[config.mk]
export PLATFORM = sky130hd
export DESIGN_NAME = ascii85_stream_decoder_flat
export DESIGN_NICKNAME = d
export VERILOG_FILES = /design/src/design/a85_pkg.sv /design/src/design/a85_if.sv /design/src/design/a85_ctrl.sv /design/src/design/a85_dp.sv /design/src/design/ascii85_stream_decoder.sv /design/src/flat_wrapper.sv
export SDC_FILE = /design/constraint.sdc
export NUM_CORES = 1
export LEC_CHECK = 0
export ABC_CLOCK_PERIOD_IN_PS = 6500
export BUFFER_PORTS_ARGS = -buffer_cell sky130_fd_sc_hd__buf_2
export CAP_MARGIN = 20
export CORE_MARGIN = 3
export CORE_UTILIZATION = 57
export CTS_CLUSTER_SIZE = 40
export DETAILED_ROUTE_END_ITERATION = 12
export GPL_ROUTABILITY_DRIVEN = 1
export PLACE_DENSITY = 0.86
export SYNTH_ARGS = -nofsm -noshare
export SYNTH_HDL_FRONTEND = slang
export SYNTH_SLANG_ARGS = --single-unit
[constraint.sdc]
create_clock -name clk -period 6.5 [get_ports clk]
set_input_delay 1.3 -clock clk [delete_from_list [all_inputs] [get_ports clk]]
set_output_delay 1.3 -clock clk [all_outputs]
set_load 0.05 [all_outputs]
[src/design/a85_pkg.sv]
// ----------------------------------------------------------------------------
// a85_pkg
// Shared types, codes and constants of the Ascii85 stream decoder.
// ----------------------------------------------------------------------------
`default_nettype none

package a85_pkg;

	localparam int GROUP_LEN = 5;
	localparam int DIGIT_W   = 7;
	localparam int CODE_W    = 32;
	localparam int CNT_W     = 3;
	localparam int CFG_IDX_W = 2;
	localparam int CFG_W     = 32;

	localparam logic [CFG_IDX_W-1:0] REG_FORMAT_MODE   = 2'd0;
	localparam logic [CFG_IDX_W-1:0] REG_SIZE_LIMIT_ON = 2'd1;
	localparam logic [CFG_IDX_W-1:0] REG_SIZE_LIMIT    = 2'd2;

	localparam logic [1:0] FMT_STANDARD = 2'd0;
	localparam logic [1:0] FMT_BTOA_NEW = 2'd2;

	localparam logic OP_END = 1'b1;

	localparam logic [7:0] CH_FIRST = 8'h21;
	localparam logic [7:0] CH_LAST  = 8'h75;
	localparam logic [7:0] CH_ZERO  = 8'h7a;
	localparam logic [7:0] CH_SPACE = 8'h79;
	localparam logic [7:0] CH_END   = 8'h7e;

	localparam logic [DIGIT_W-1:0] PAD_DIGIT = 7'd84;

	typedef enum logic [2:0] {
		ST_IDLE,
		ST_DISPATCH,
		ST_ADD,
		ST_CALC,
		ST_EMIT,
		ST_NULL
	} state_t;

	typedef enum logic [2:0] {
		CLS_IGNORE,
		CLS_END,
		CLS_DIGIT,
		CLS_ZERO,
		CLS_SPACE
	} char_cls_t;

	typedef struct packed {
		logic       operation;
		logic [7:0] in_char;
	} in_item_t;

	typedef struct packed {
		logic [7:0] data_byte;
		logic       byte_valid;
		logic       last_of_run;
		logic       end_of_data;
		logic       size_mismatch;
	} out_item_t;

	typedef struct packed {
		logic in_open;
		logic store_digit;
		logic calc_init;
		logic calc_step;
		logic emit_byte;
		logic emit_null;
		logic end_clear;
	} cmd_t;

	typedef struct packed {
		logic      in_fire;
		char_cls_t cls;
		logic      gc_zero;
		logic      gc_full;
		logic      rep_last;
		logic      calc_last;
		logic      emit_more;
		logic      emit_last;
		logic      out_free;
	} sts_t;

	// Digits of four spaces, used by the 'y' shorthand.
	function automatic logic [DIGIT_W-1:0] space_digit(input logic [CNT_W-1:0] k);
		logic [DIGIT_W-1:0] d;
		case (k)
			3'd0: d = 7'h0a;
			3'd1: d = 7'h1b;
			3'd2: d = 7'h35;
			3'd3: d = 7'h43;
			3'd4: d = 7'h2b;
			default: d = '0;
		endcase
		return d;
	endfunction

endpackage

`default_nettype wire

[src/design/a85_if.sv]
// ----------------------------------------------------------------------------
// a85_if
// Valid/ready channels carrying encoded characters in and decoded results out.
// ----------------------------------------------------------------------------
`default_nettype none

interface a85_in_if;
	logic               valid;
	logic               ready;
	a85_pkg::in_item_t  payload;
	modport source (output valid, output payload, input ready);
	modport sink (input valid, input payload, output ready);
endinterface

interface a85_out_if;
	logic               valid;
	logic               ready;
	a85_pkg::out_item_t payload;
	modport source (output valid, output payload, input ready);
	modport sink (input valid, input payload, output ready);
endinterface

`default_nettype wire

[src/design/a85_ctrl.sv]
// ----------------------------------------------------------------------------
// a85_ctrl
// Sequencer that steps the datapath through digit stores, group conversion
// and byte delivery for one request at a time.
// ----------------------------------------------------------------------------
`default_nettype none

module a85_ctrl (
	input  wire logic          clk,
	input  wire logic          arst_n,
	input  wire a85_pkg::sts_t sts,
	output a85_pkg::cmd_t      cmd
);

	a85_pkg::state_t state_q;
	a85_pkg::state_t state_d;

	always_ff @(posedge clk or negedge arst_n) begin
		if (!arst_n) begin
			state_q <= a85_pkg::ST_IDLE;
		end else begin
			state_q <= state_d;
		end
	end

	always_comb begin
		state_d = state_q;
		case (state_q)
			a85_pkg::ST_IDLE: begin
				if (sts.in_fire) state_d = a85_pkg::ST_DISPATCH;
			end
			a85_pkg::ST_DISPATCH: begin
				case (sts.cls)
					a85_pkg::CLS_IGNORE: state_d = a85_pkg::ST_IDLE;
					a85_pkg::CLS_END: begin
						state_d = sts.gc_zero ? a85_pkg::ST_NULL : a85_pkg::ST_CALC;
					end
					default: state_d = a85_pkg::ST_ADD;
				endcase
			end
			a85_pkg::ST_ADD: begin
				if (sts.gc_full) begin
					state_d = a85_pkg::ST_CALC;
				end else if (sts.rep_last) begin
					state_d = a85_pkg::ST_IDLE;
				end
			end
			a85_pkg::ST_CALC: begin
				if (sts.calc_last) state_d = a85_pkg::ST_EMIT;
			end
			a85_pkg::ST_EMIT: begin
				if (!sts.emit_more) begin
					state_d = (sts.cls == a85_pkg::CLS_END) ? a85_pkg::ST_NULL
						: a85_pkg::ST_ADD;
				end else if (sts.out_free && sts.emit_last) begin
					state_d = (sts.cls == a85_pkg::CLS_END) ? a85_pkg::ST_IDLE
						: a85_pkg::ST_ADD;
				end
			end
			a85_pkg::ST_NULL: begin
				if (sts.out_free) state_d = a85_pkg::ST_IDLE;
			end
			default: state_d = a85_pkg::ST_IDLE;
		endcase
	end

	always_comb begin
		cmd = '0;
		case (state_q)
			a85_pkg::ST_IDLE: begin
				cmd.in_open = 1'b1;
			end
			a85_pkg::ST_DISPATCH: begin
				if (sts.cls == a85_pkg::CLS_END && !sts.gc_zero) cmd.calc_init = 1'b1;
			end
			a85_pkg::ST_ADD: begin
				if (sts.gc_full) begin
					cmd.calc_init = 1'b1;
				end else begin
					cmd.store_digit = 1'b1;
				end
			end
			a85_pkg::ST_CALC: begin
				cmd.calc_step = 1'b1;
			end
			a85_pkg::ST_EMIT: begin
				if (sts.emit_more && sts.out_free) begin
					cmd.emit_byte = 1'b1;
					cmd.end_clear = sts.emit_last && (sts.cls == a85_pkg::CLS_END);
				end
			end
			a85_pkg::ST_NULL: begin
				if (sts.out_free) begin
					cmd.emit_null = 1'b1;
					cmd.end_clear = 1'b1;
				end
			end
			default: cmd = '0;
		endcase
	end

endmodule

`default_nettype wire

[src/design/a85_dp.sv]
// ----------------------------------------------------------------------------
// a85_dp
// Datapath: configuration registers, digit group, base-85 accumulator,
// byte counter and the output register.
// ----------------------------------------------------------------------------
`default_nettype none

module a85_dp (
	input  wire logic                              clk,
	input  wire logic                              arst_n,
	input  wire logic                              wr_en,
	input  wire logic [a85_pkg::CFG_IDX_W-1:0]     wr_index,
	input  wire logic [a85_pkg::CFG_W-1:0]         wr_data,
	input  wire a85_pkg::cmd_t                     cmd,
	output a85_pkg::sts_t                          sts,
	a85_in_if.sink                                 in_chan,
	a85_out_if.source                              out_chan
);

	logic [1:0]                        fmt_q;
	logic                              lim_on_q;
	logic [a85_pkg::CODE_W-1:0]        limit_q;

	a85_pkg::char_cls_t                cls_q;
	a85_pkg::char_cls_t                cls_d;
	logic [7:0]                        ch_q;
	logic [a85_pkg::CNT_W-1:0]         rep_q;
	logic [a85_pkg::DIGIT_W-1:0]       digits_q [a85_pkg::GROUP_LEN];
	logic [a85_pkg::CNT_W-1:0]         gc_q;
	logic [a85_pkg::CNT_W-1:0]         fcnt_q;
	logic [a85_pkg::CNT_W-1:0]         step_q;
	logic [a85_pkg::CNT_W-1:0]         bidx_q;
	logic [a85_pkg::CODE_W-1:0]        code_q;
	logic [a85_pkg::CODE_W-1:0]        bc_q;
	logic                              out_valid_q;
	a85_pkg::out_item_t                out_q;

	logic [a85_pkg::DIGIT_W-1:0]       digit_new;
	logic [a85_pkg::DIGIT_W-1:0]       calc_digit;
	logic [a85_pkg::CODE_W-1:0]        code_next;
	logic [a85_pkg::CODE_W-1:0]        bc_inc;
	logic                              lim_hit;
	logic                              lim_block;
	logic                              is_end;
	logic                              in_fire;
	logic                              out_free;

	assign in_chan.ready    = cmd.in_open;
	assign in_fire          = in_chan.valid && cmd.in_open;
	assign out_chan.valid   = out_valid_q;
	assign out_chan.payload = out_q;
	assign out_free         = !out_valid_q || out_chan.ready;

	always_ff @(posedge clk or negedge arst_n) begin
		if (!arst_n) begin
			fmt_q    <= '0;
			lim_on_q <= 1'b0;
			limit_q  <= '0;
		end else if (wr_en) begin
			case (wr_index)
				a85_pkg::REG_FORMAT_MODE:   fmt_q    <= wr_data[1:0];
				a85_pkg::REG_SIZE_LIMIT_ON: lim_on_q <= wr_data[0];
				a85_pkg::REG_SIZE_LIMIT:    limit_q  <= wr_data;
				default: ;
			endcase
		end
	end

	always_comb begin
		if (in_chan.payload.operation == a85_pkg::OP_END
			|| (fmt_q == a85_pkg::FMT_STANDARD && in_chan.payload.in_char == a85_pkg::CH_END)) begin
			cls_d = a85_pkg::CLS_END;
		end else if (in_chan.payload.in_char inside {[a85_pkg::CH_FIRST:a85_pkg::CH_LAST]}) begin
			cls_d = a85_pkg::CLS_DIGIT;
		end else if (in_chan.payload.in_char == a85_pkg::CH_ZERO) begin
			cls_d = a85_pkg::CLS_ZERO;
		end else if (in_chan.payload.in_char == a85_pkg::CH_SPACE
			&& fmt_q == a85_pkg::FMT_BTOA_NEW) begin
			cls_d = a85_pkg::CLS_SPACE;
		end else begin
			cls_d = a85_pkg::CLS_IGNORE;
		end
	end

	always_comb begin
		case (cls_q)
			a85_pkg::CLS_DIGIT: digit_new = a85_pkg::DIGIT_W'(ch_q - a85_pkg::CH_FIRST);
			a85_pkg::CLS_SPACE: digit_new = a85_pkg::space_digit(rep_q);
			default:            digit_new = '0;
		endcase
	end

	assign calc_digit = (step_q < fcnt_q) ? digits_q[step_q] : a85_pkg::PAD_DIGIT;
	// Multiplication by 85 as 64 + 16 + 4 + 1, wrapping at 32 bits.
	assign code_next = (code_q << 6) + (code_q << 4) + (code_q << 2) + code_q
		+ a85_pkg::CODE_W'(calc_digit);

	assign bc_inc    = bc_q + 1'b1;
	assign lim_hit   = (bc_inc == limit_q);
	assign lim_block = lim_on_q && !(bc_q < limit_q);
	assign is_end    = (cls_q == a85_pkg::CLS_END);

	always_comb begin
		sts           = '0;
		sts.in_fire   = in_fire;
		sts.cls       = cls_q;
		sts.gc_zero   = (gc_q == '0);
		sts.gc_full   = (gc_q == a85_pkg::CNT_W'(a85_pkg::GROUP_LEN));
		sts.rep_last  = (cls_q == a85_pkg::CLS_DIGIT)
			|| (rep_q == a85_pkg::CNT_W'(a85_pkg::GROUP_LEN - 1));
		sts.calc_last = (step_q == a85_pkg::CNT_W'(a85_pkg::GROUP_LEN - 1));
		sts.emit_more = ((bidx_q + 3'd1) < fcnt_q) && !lim_block;
		sts.emit_last = ((bidx_q + 3'd2) == fcnt_q) || (lim_on_q && lim_hit);
		sts.out_free  = out_free;
	end

	always_ff @(posedge clk) begin
		if (in_fire) begin
			cls_q <= cls_d;
			ch_q  <= in_chan.payload.in_char;
		end
		if (cmd.store_digit) begin
			digits_q[gc_q] <= digit_new;
		end
		if (cmd.calc_init) begin
			code_q <= a85_pkg::CODE_W'(digits_q[0]);
			step_q <= 3'd1;
			fcnt_q <= gc_q;
			bidx_q <= '0;
		end else if (cmd.calc_step) begin
			code_q <= code_next;
			step_q <= step_q + 1'b1;
		end else if (cmd.emit_byte) begin
			code_q <= code_q << 8;
			bidx_q <= bidx_q + 1'b1;
		end
		if (cmd.emit_byte) begin
			out_q.data_byte     <= code_q[a85_pkg::CODE_W-1 -: 8];
			out_q.byte_valid    <= 1'b1;
			out_q.last_of_run   <= sts.emit_last;
			out_q.end_of_data   <= sts.emit_last && is_end;
			out_q.size_mismatch <= sts.emit_last && is_end && lim_on_q && !lim_hit;
		end else if (cmd.emit_null) begin
			out_q.data_byte     <= '0;
			out_q.byte_valid    <= 1'b0;
			out_q.last_of_run   <= 1'b1;
			out_q.end_of_data   <= 1'b1;
			out_q.size_mismatch <= lim_on_q && (bc_q != limit_q);
		end
	end

	always_ff @(posedge clk or negedge arst_n) begin
		if (!arst_n) begin
			rep_q       <= '0;
			gc_q        <= '0;
			bc_q        <= '0;
			out_valid_q <= 1'b0;
		end else begin
			if (in_fire) begin
				rep_q <= '0;
			end else if (cmd.store_digit) begin
				rep_q <= rep_q + 1'b1;
			end
			if (cmd.end_clear || cmd.calc_init) begin
				gc_q <= '0;
			end else if (cmd.store_digit) begin
				gc_q <= gc_q + 1'b1;
			end
			if (cmd.end_clear) begin
				bc_q <= '0;
			end else if (cmd.emit_byte) begin
				bc_q <= bc_inc;
			end
			if (cmd.emit_byte || cmd.emit_null) begin
				out_valid_q <= 1'b1;
			end else if (out_chan.ready) begin
				out_valid_q <= 1'b0;
			end
		end
	end

	assert property (@(posedge clk) disable iff (!arst_n)
		gc_q <= a85_pkg::CNT_W'(a85_pkg::GROUP_LEN))
		else $error("digit group count above group length");

	assert property (@(posedge clk) disable iff (!arst_n)
		cmd.emit_byte && lim_on_q |-> bc_q < limit_q)
		else $error("byte emitted beyond the size limit");

	assert property (@(posedge clk) disable iff (!arst_n)
		out_valid_q && out_q.size_mismatch |-> out_q.end_of_data && out_q.last_of_run)
		else $error("size mismatch flagged outside an end result");

	assert property (@(posedge clk) disable iff (!arst_n)
		out_valid_q && !out_q.byte_valid |-> out_q.end_of_data)
		else $error("empty result that is not an end result");

	assert property (@(posedge clk) disable iff (!arst_n)
		(cmd.emit_byte || cmd.emit_null) |-> out_free)
		else $error("output register overwritten while still pending");

endmodule

`default_nettype wire

[src/design/ascii85_stream_decoder.sv]
// ----------------------------------------------------------------------------
// ascii85_stream_decoder
// Ascii85 decoder taking one encoded character per request and delivering
// decoded bytes, with end-of-data and byte-limit reporting.
// ----------------------------------------------------------------------------
//
//   Channel    Direction  Handshake     Contents
//   in_chan    in         valid/ready   operation, in_char
//   out_chan   out        valid/ready   data_byte, byte_valid, last_of_run,
//                                       end_of_data, size_mismatch
//   wr_*       in         wr_en only    wr_index, wr_data
//
// An ignored character returns to idle after dispatch; a digit is stored,
// and 'z' or 'y' stores five digits. A group conversion makes four passes
// through the shared multiply-by-85 accumulator, then sends one byte per
// cycle, when the output is free, through the single output register.
// Reset clears the sequencer, the group and byte counts; there is no
// clearing pass. A stalled output holds the sequencer in place while bytes
// are pending; a new request is taken only after the previous one finishes.
`default_nettype none

module ascii85_stream_decoder (
	input  wire logic                          clk,
	input  wire logic                          arst_n,
	input  wire logic                          wr_en,
	input  wire logic [a85_pkg::CFG_IDX_W-1:0] wr_index,
	input  wire logic [a85_pkg::CFG_W-1:0]     wr_data,
	a85_in_if.sink                             in_chan,
	a85_out_if.source                          out_chan
);

	a85_pkg::cmd_t cmd;
	a85_pkg::sts_t sts;

	a85_ctrl u_ctrl (
		.clk    (clk),
		.arst_n (arst_n),
		.sts    (sts),
		.cmd    (cmd)
	);

	a85_dp u_dp (
		.clk      (clk),
		.arst_n   (arst_n),
		.wr_en    (wr_en),
		.wr_index (wr_index),
		.wr_data  (wr_data),
		.cmd      (cmd),
		.sts      (sts),
		.in_chan  (in_chan),
		.out_chan (out_chan)
	);

endmodule

`default_nettype wire

[src/flat_wrapper.sv]
// flat-port wrapper written by rule: the top's interface ports become plain ports
module ascii85_stream_decoder_flat 
  (clk, arst_n, wr_en, wr_index, wr_data, in_chan_valid, in_chan_payload, in_chan_ready, out_chan_valid, out_chan_payload, out_chan_ready);
  a85_in_if in_chan_i ();
  a85_out_if out_chan_i ();
  input  wire logic clk;
  input  wire logic arst_n;
  input  wire logic wr_en;
  input  wire logic [a85_pkg::CFG_IDX_W-1:0] wr_index;
  input  wire logic [a85_pkg::CFG_W-1:0] wr_data;
  input wire logic [$bits(in_chan_i.valid)-1:0] in_chan_valid;
  input wire logic [$bits(in_chan_i.payload)-1:0] in_chan_payload;
  output wire logic [$bits(in_chan_i.ready)-1:0] in_chan_ready;
  output wire logic [$bits(out_chan_i.valid)-1:0] out_chan_valid;
  output wire logic [$bits(out_chan_i.payload)-1:0] out_chan_payload;
  input wire logic [$bits(out_chan_i.ready)-1:0] out_chan_ready;
  assign in_chan_i.valid = in_chan_valid;
  assign in_chan_i.payload = in_chan_payload;
  assign in_chan_ready = in_chan_i.ready;
  assign out_chan_valid = out_chan_i.valid;
  assign out_chan_payload = out_chan_i.payload;
  assign out_chan_i.ready = out_chan_ready;
  ascii85_stream_decoder u_core (.clk(clk), .arst_n(arst_n), .wr_en(wr_en), .wr_index(wr_index), .wr_data(wr_data), .in_chan(in_chan_i), .out_chan(out_chan_i));
endmodule
==> reports/qor.yml <==
synthArstFlopShare_pct: 43.3
gr-total-overflow: 0
insertion_delay_ns: 0.45
ant_nets: 0
yosys.area.top_type: "edfxtp_1"
grt_max_degree: 78
antenna_found_initial: 0
reg2reg_to: "u_core.u_dp.code_q[31]"
fillers: 1594
final_common_cell: "ha_1"
final_cell_mix: "ha_1 (111), nor2_1 (97), nand2_1 (77), dfrtp_1 (77), inv_1 (69)"
dieHeight_um: 155
tightest_slew_ns: 1.05
dp_hpwl_um: 21200
required_ns: 6.89
first_pass_iters: 5
wl_met3_um: 1940
cts_buffers: 17
setup-violations-final: 0
clock_path_buffers: 2
fin_crit_sh_pct: 85.7
avgSynthCellArea_um2: 10.4
cp-start-kind: "flip-flop"
worstSetupPathDepth: 21
rows: 53
crit_top_cell: "ha_1"
grt_usage_pct: 24.7
slowest_stage: "fa_1"
critPathKind: "reg2reg"
slowest_delay_ns: 0.48
route.vias.total: 9706
drc: 0
worst_ep_arrival_time_ns: 5.96
routedWlPerCell_um: 18.7
maxSlewViolCount: 0
hold_path_startpoint: "u_core.u_dp.out_chan.payload[3]"
synth_edf_count: 66
yosysWarningCount: 0
antenna_cells: 0
final_util_pct: 64.7
die_w_um: 155
multiInputGateArea_um2: 7640
cts_setup_buffers: 0
yosysSeqAreaShare_pct: 36.3
grt_first_pass_wirelength_um: 48400
syn_to_final_growth_pct: 9.21
synth_area_leaders: "edfxtp_1 (16%), dfrtp_1 (15%), ha_1 (11%)"
slew_headroom_pct: 30.0
synth_top_cell_area_share_pct: 15.6
core_area_um2: 21400
crit_chain: "inv_1, ha_1, a21boi_0, o21ai_0, nand2b_1, nor2_1, fa_1, ha_1, ha_1, ha_1, fa_1, a21o_1, a221oi_1, nor3_1, o211ai_1, a211o_1, a21boi_0, o21a_1, and3_1, a311oi_1, o21a_1"
tns_ns: 0
grt_pass1_vias: 9815
rsz0062_at_grt: "false"
hold_viol: 0
cts_hold_buffers: 0
ios: 62
critPathBufInv: 1
min_period_ns: 5.57
timing.rr.start: "u_core.u_dp.fcnt_q[1]"
place_ws_ns: 1.04
dr_wl_met2_um: 14400
hold_slack_ns: 0.477
cap_viol_max_count: 0
drt_iter0_drc: 777
worstSetupEndpoint: "u_core.u_dp.code_q[31]"
crit_fanout: 7
ff2ff_path_depth: 21
clock_sinks: 178
floorplan.initialDensity_pct: 59.2
h-tree-depth: 4
dieArea_um2: 24100
gp_congestion: 0.926
routed_via_density: 6.23
r2r_slack_ns: 0.93
hold_path_class: "reg2reg"
clock_skew_ns: 0.0103
wl_um: 29200
regArea_um2: 4610
yosys_register_bits: 178
synthCells: 1225
status: "finished clean"
synth_flop_cell: "dfrtp_1"
cts_tree: "yes"
syn-num-nets: 1440
synth.cell_area_um2: 12700
worst_slack_ns: 0.927
cp-startpoint: "u_core.u_dp.fcnt_q[1]"
synth_cell_types: 77
cts_root_buffer: "clkbuf_16"
cp-end-kind: "flip-flop"
clk_pin_slew_ns: 0.08
port-buffer-count: 61
cp_top_family: "compound AO/OA/AOI/OAI gates"
highest_layer: "met4"
drive_gt1_share_pct: 12.6
wl_met1_um: 12400
cts_resized: 0
nets: 1485
fmax_ghz: 0.179
cell type report:
class                      instances  area share (%)
inverter                          70            1.90
sequential                       178            33.3
tap                              275            2.48
clock buffer                      17            3.07
clock inverter                    15            1.38
timing repair buffer              70            2.71
multi-input combinational        933            55.2
sequential cells by signal, summed over array words and instances (netlist names), named ones only:
register                      count
u_core.u_ctrl.state_q             3
u_core.u_dp.bc_q                 32
u_core.u_dp.bidx_q                3
u_core.u_dp.ch_q                  7
u_core.u_dp.cls_q                 3
u_core.u_dp.code_q               32
u_core.u_dp.digits_q             35
u_core.u_dp.fcnt_q                3
u_core.u_dp.fmt_q                 2
u_core.u_dp.gc_q                  3
u_core.u_dp.lim_on_q              1
u_core.u_dp.limit_q              32
u_core.u_dp.out_chan.payload     12
u_core.u_dp.out_chan.valid        1
u_core.u_dp.rep_q                 3
u_core.u_dp.step_q                3
synth_stat cells, types with 30 or more instances:
| library cell | n |
|---|---|
| a21oi_1 | 64 |
| mux2_2 | 37 |
| o21ai_0 | 35 |
| xor2_1 | 34 |
| xnor2_1 | 68 |
| edfxtp_1 | 66 |
| dfrtp_1 | 77 |
| fa_1 | 56 |
| dfxtp_1 | 35 |
| a21o_1 | 30 |
| nor2_1 | 97 |
| inv_1 | 69 |
| ha_1 | 111 |
| nand2_1 | 77 |
| nand3_1 | 32 |
worst min path at each step:
stage | end | cells after the start
floorplan | u_core.u_dp.fcnt_q[2] | 0
global route | u_core.u_dp.out_chan.payload[3] | 2
global placement | u_core.u_dp.out_chan.payload[3] | 2
finish | u_core.u_dp.out_chan.payload[3] | 2
detailed placement | u_core.u_dp.out_chan.payload[3] | 2
CTS | u_core.u_dp.out_chan.payload[3] | 2
metal layers:
layer  vias to the layer above  GRT usage, %
met1                      4761          32.4
met4                         0          6.42
met3                        51          5.37
met2                       366          41.8
met5                         -             0
li1                       4528             -
per-stage QoR:
| stage | instances | area [um^2] |
|---|---|---|
| after floorplan | 1225 | 12700 |
| after global placement | 1526 | 13200 |
| after detailed placement | 1526 | 13200 |
| after CTS | 1558 | 13900 |
| after global routing | 1558 | 13900 |
| final | 1558 | 13900 |
worst reg2reg max path: stages (launching register included):
cell	delay, ns
edfxtp_1	0.42
inv_1	0.11
ha_1	0.23
a21boi_0	0.12
o21ai_0	0.15
nand2b_1	0.19
nor2_1	0.20
fa_1	0.48
ha_1	0.33
ha_1	0.32
ha_1	0.24
fa_1	0.42
a21o_1	0.22
a221oi_1	0.48
nor3_1	0.16
o211ai_1	0.32
a211o_1	0.18
a21boi_0	0.10
o21a_1	0.23
and3_1	0.19
a311oi_1	0.27
o21a_1	0.15
cell families after synthesis:
logic type      share of synthesized area (%)
simple gates                             14.6
flops                                    36.3
fa+ha+maj                                19.8
compound gates                           12.8
buf+inv                                  3.51
mux                                      5.88
xor+xnor                                 7.04
Power is not shown: default switching activity piles up to over one toggle a cycle in this logic, so the estimate is an artifact.
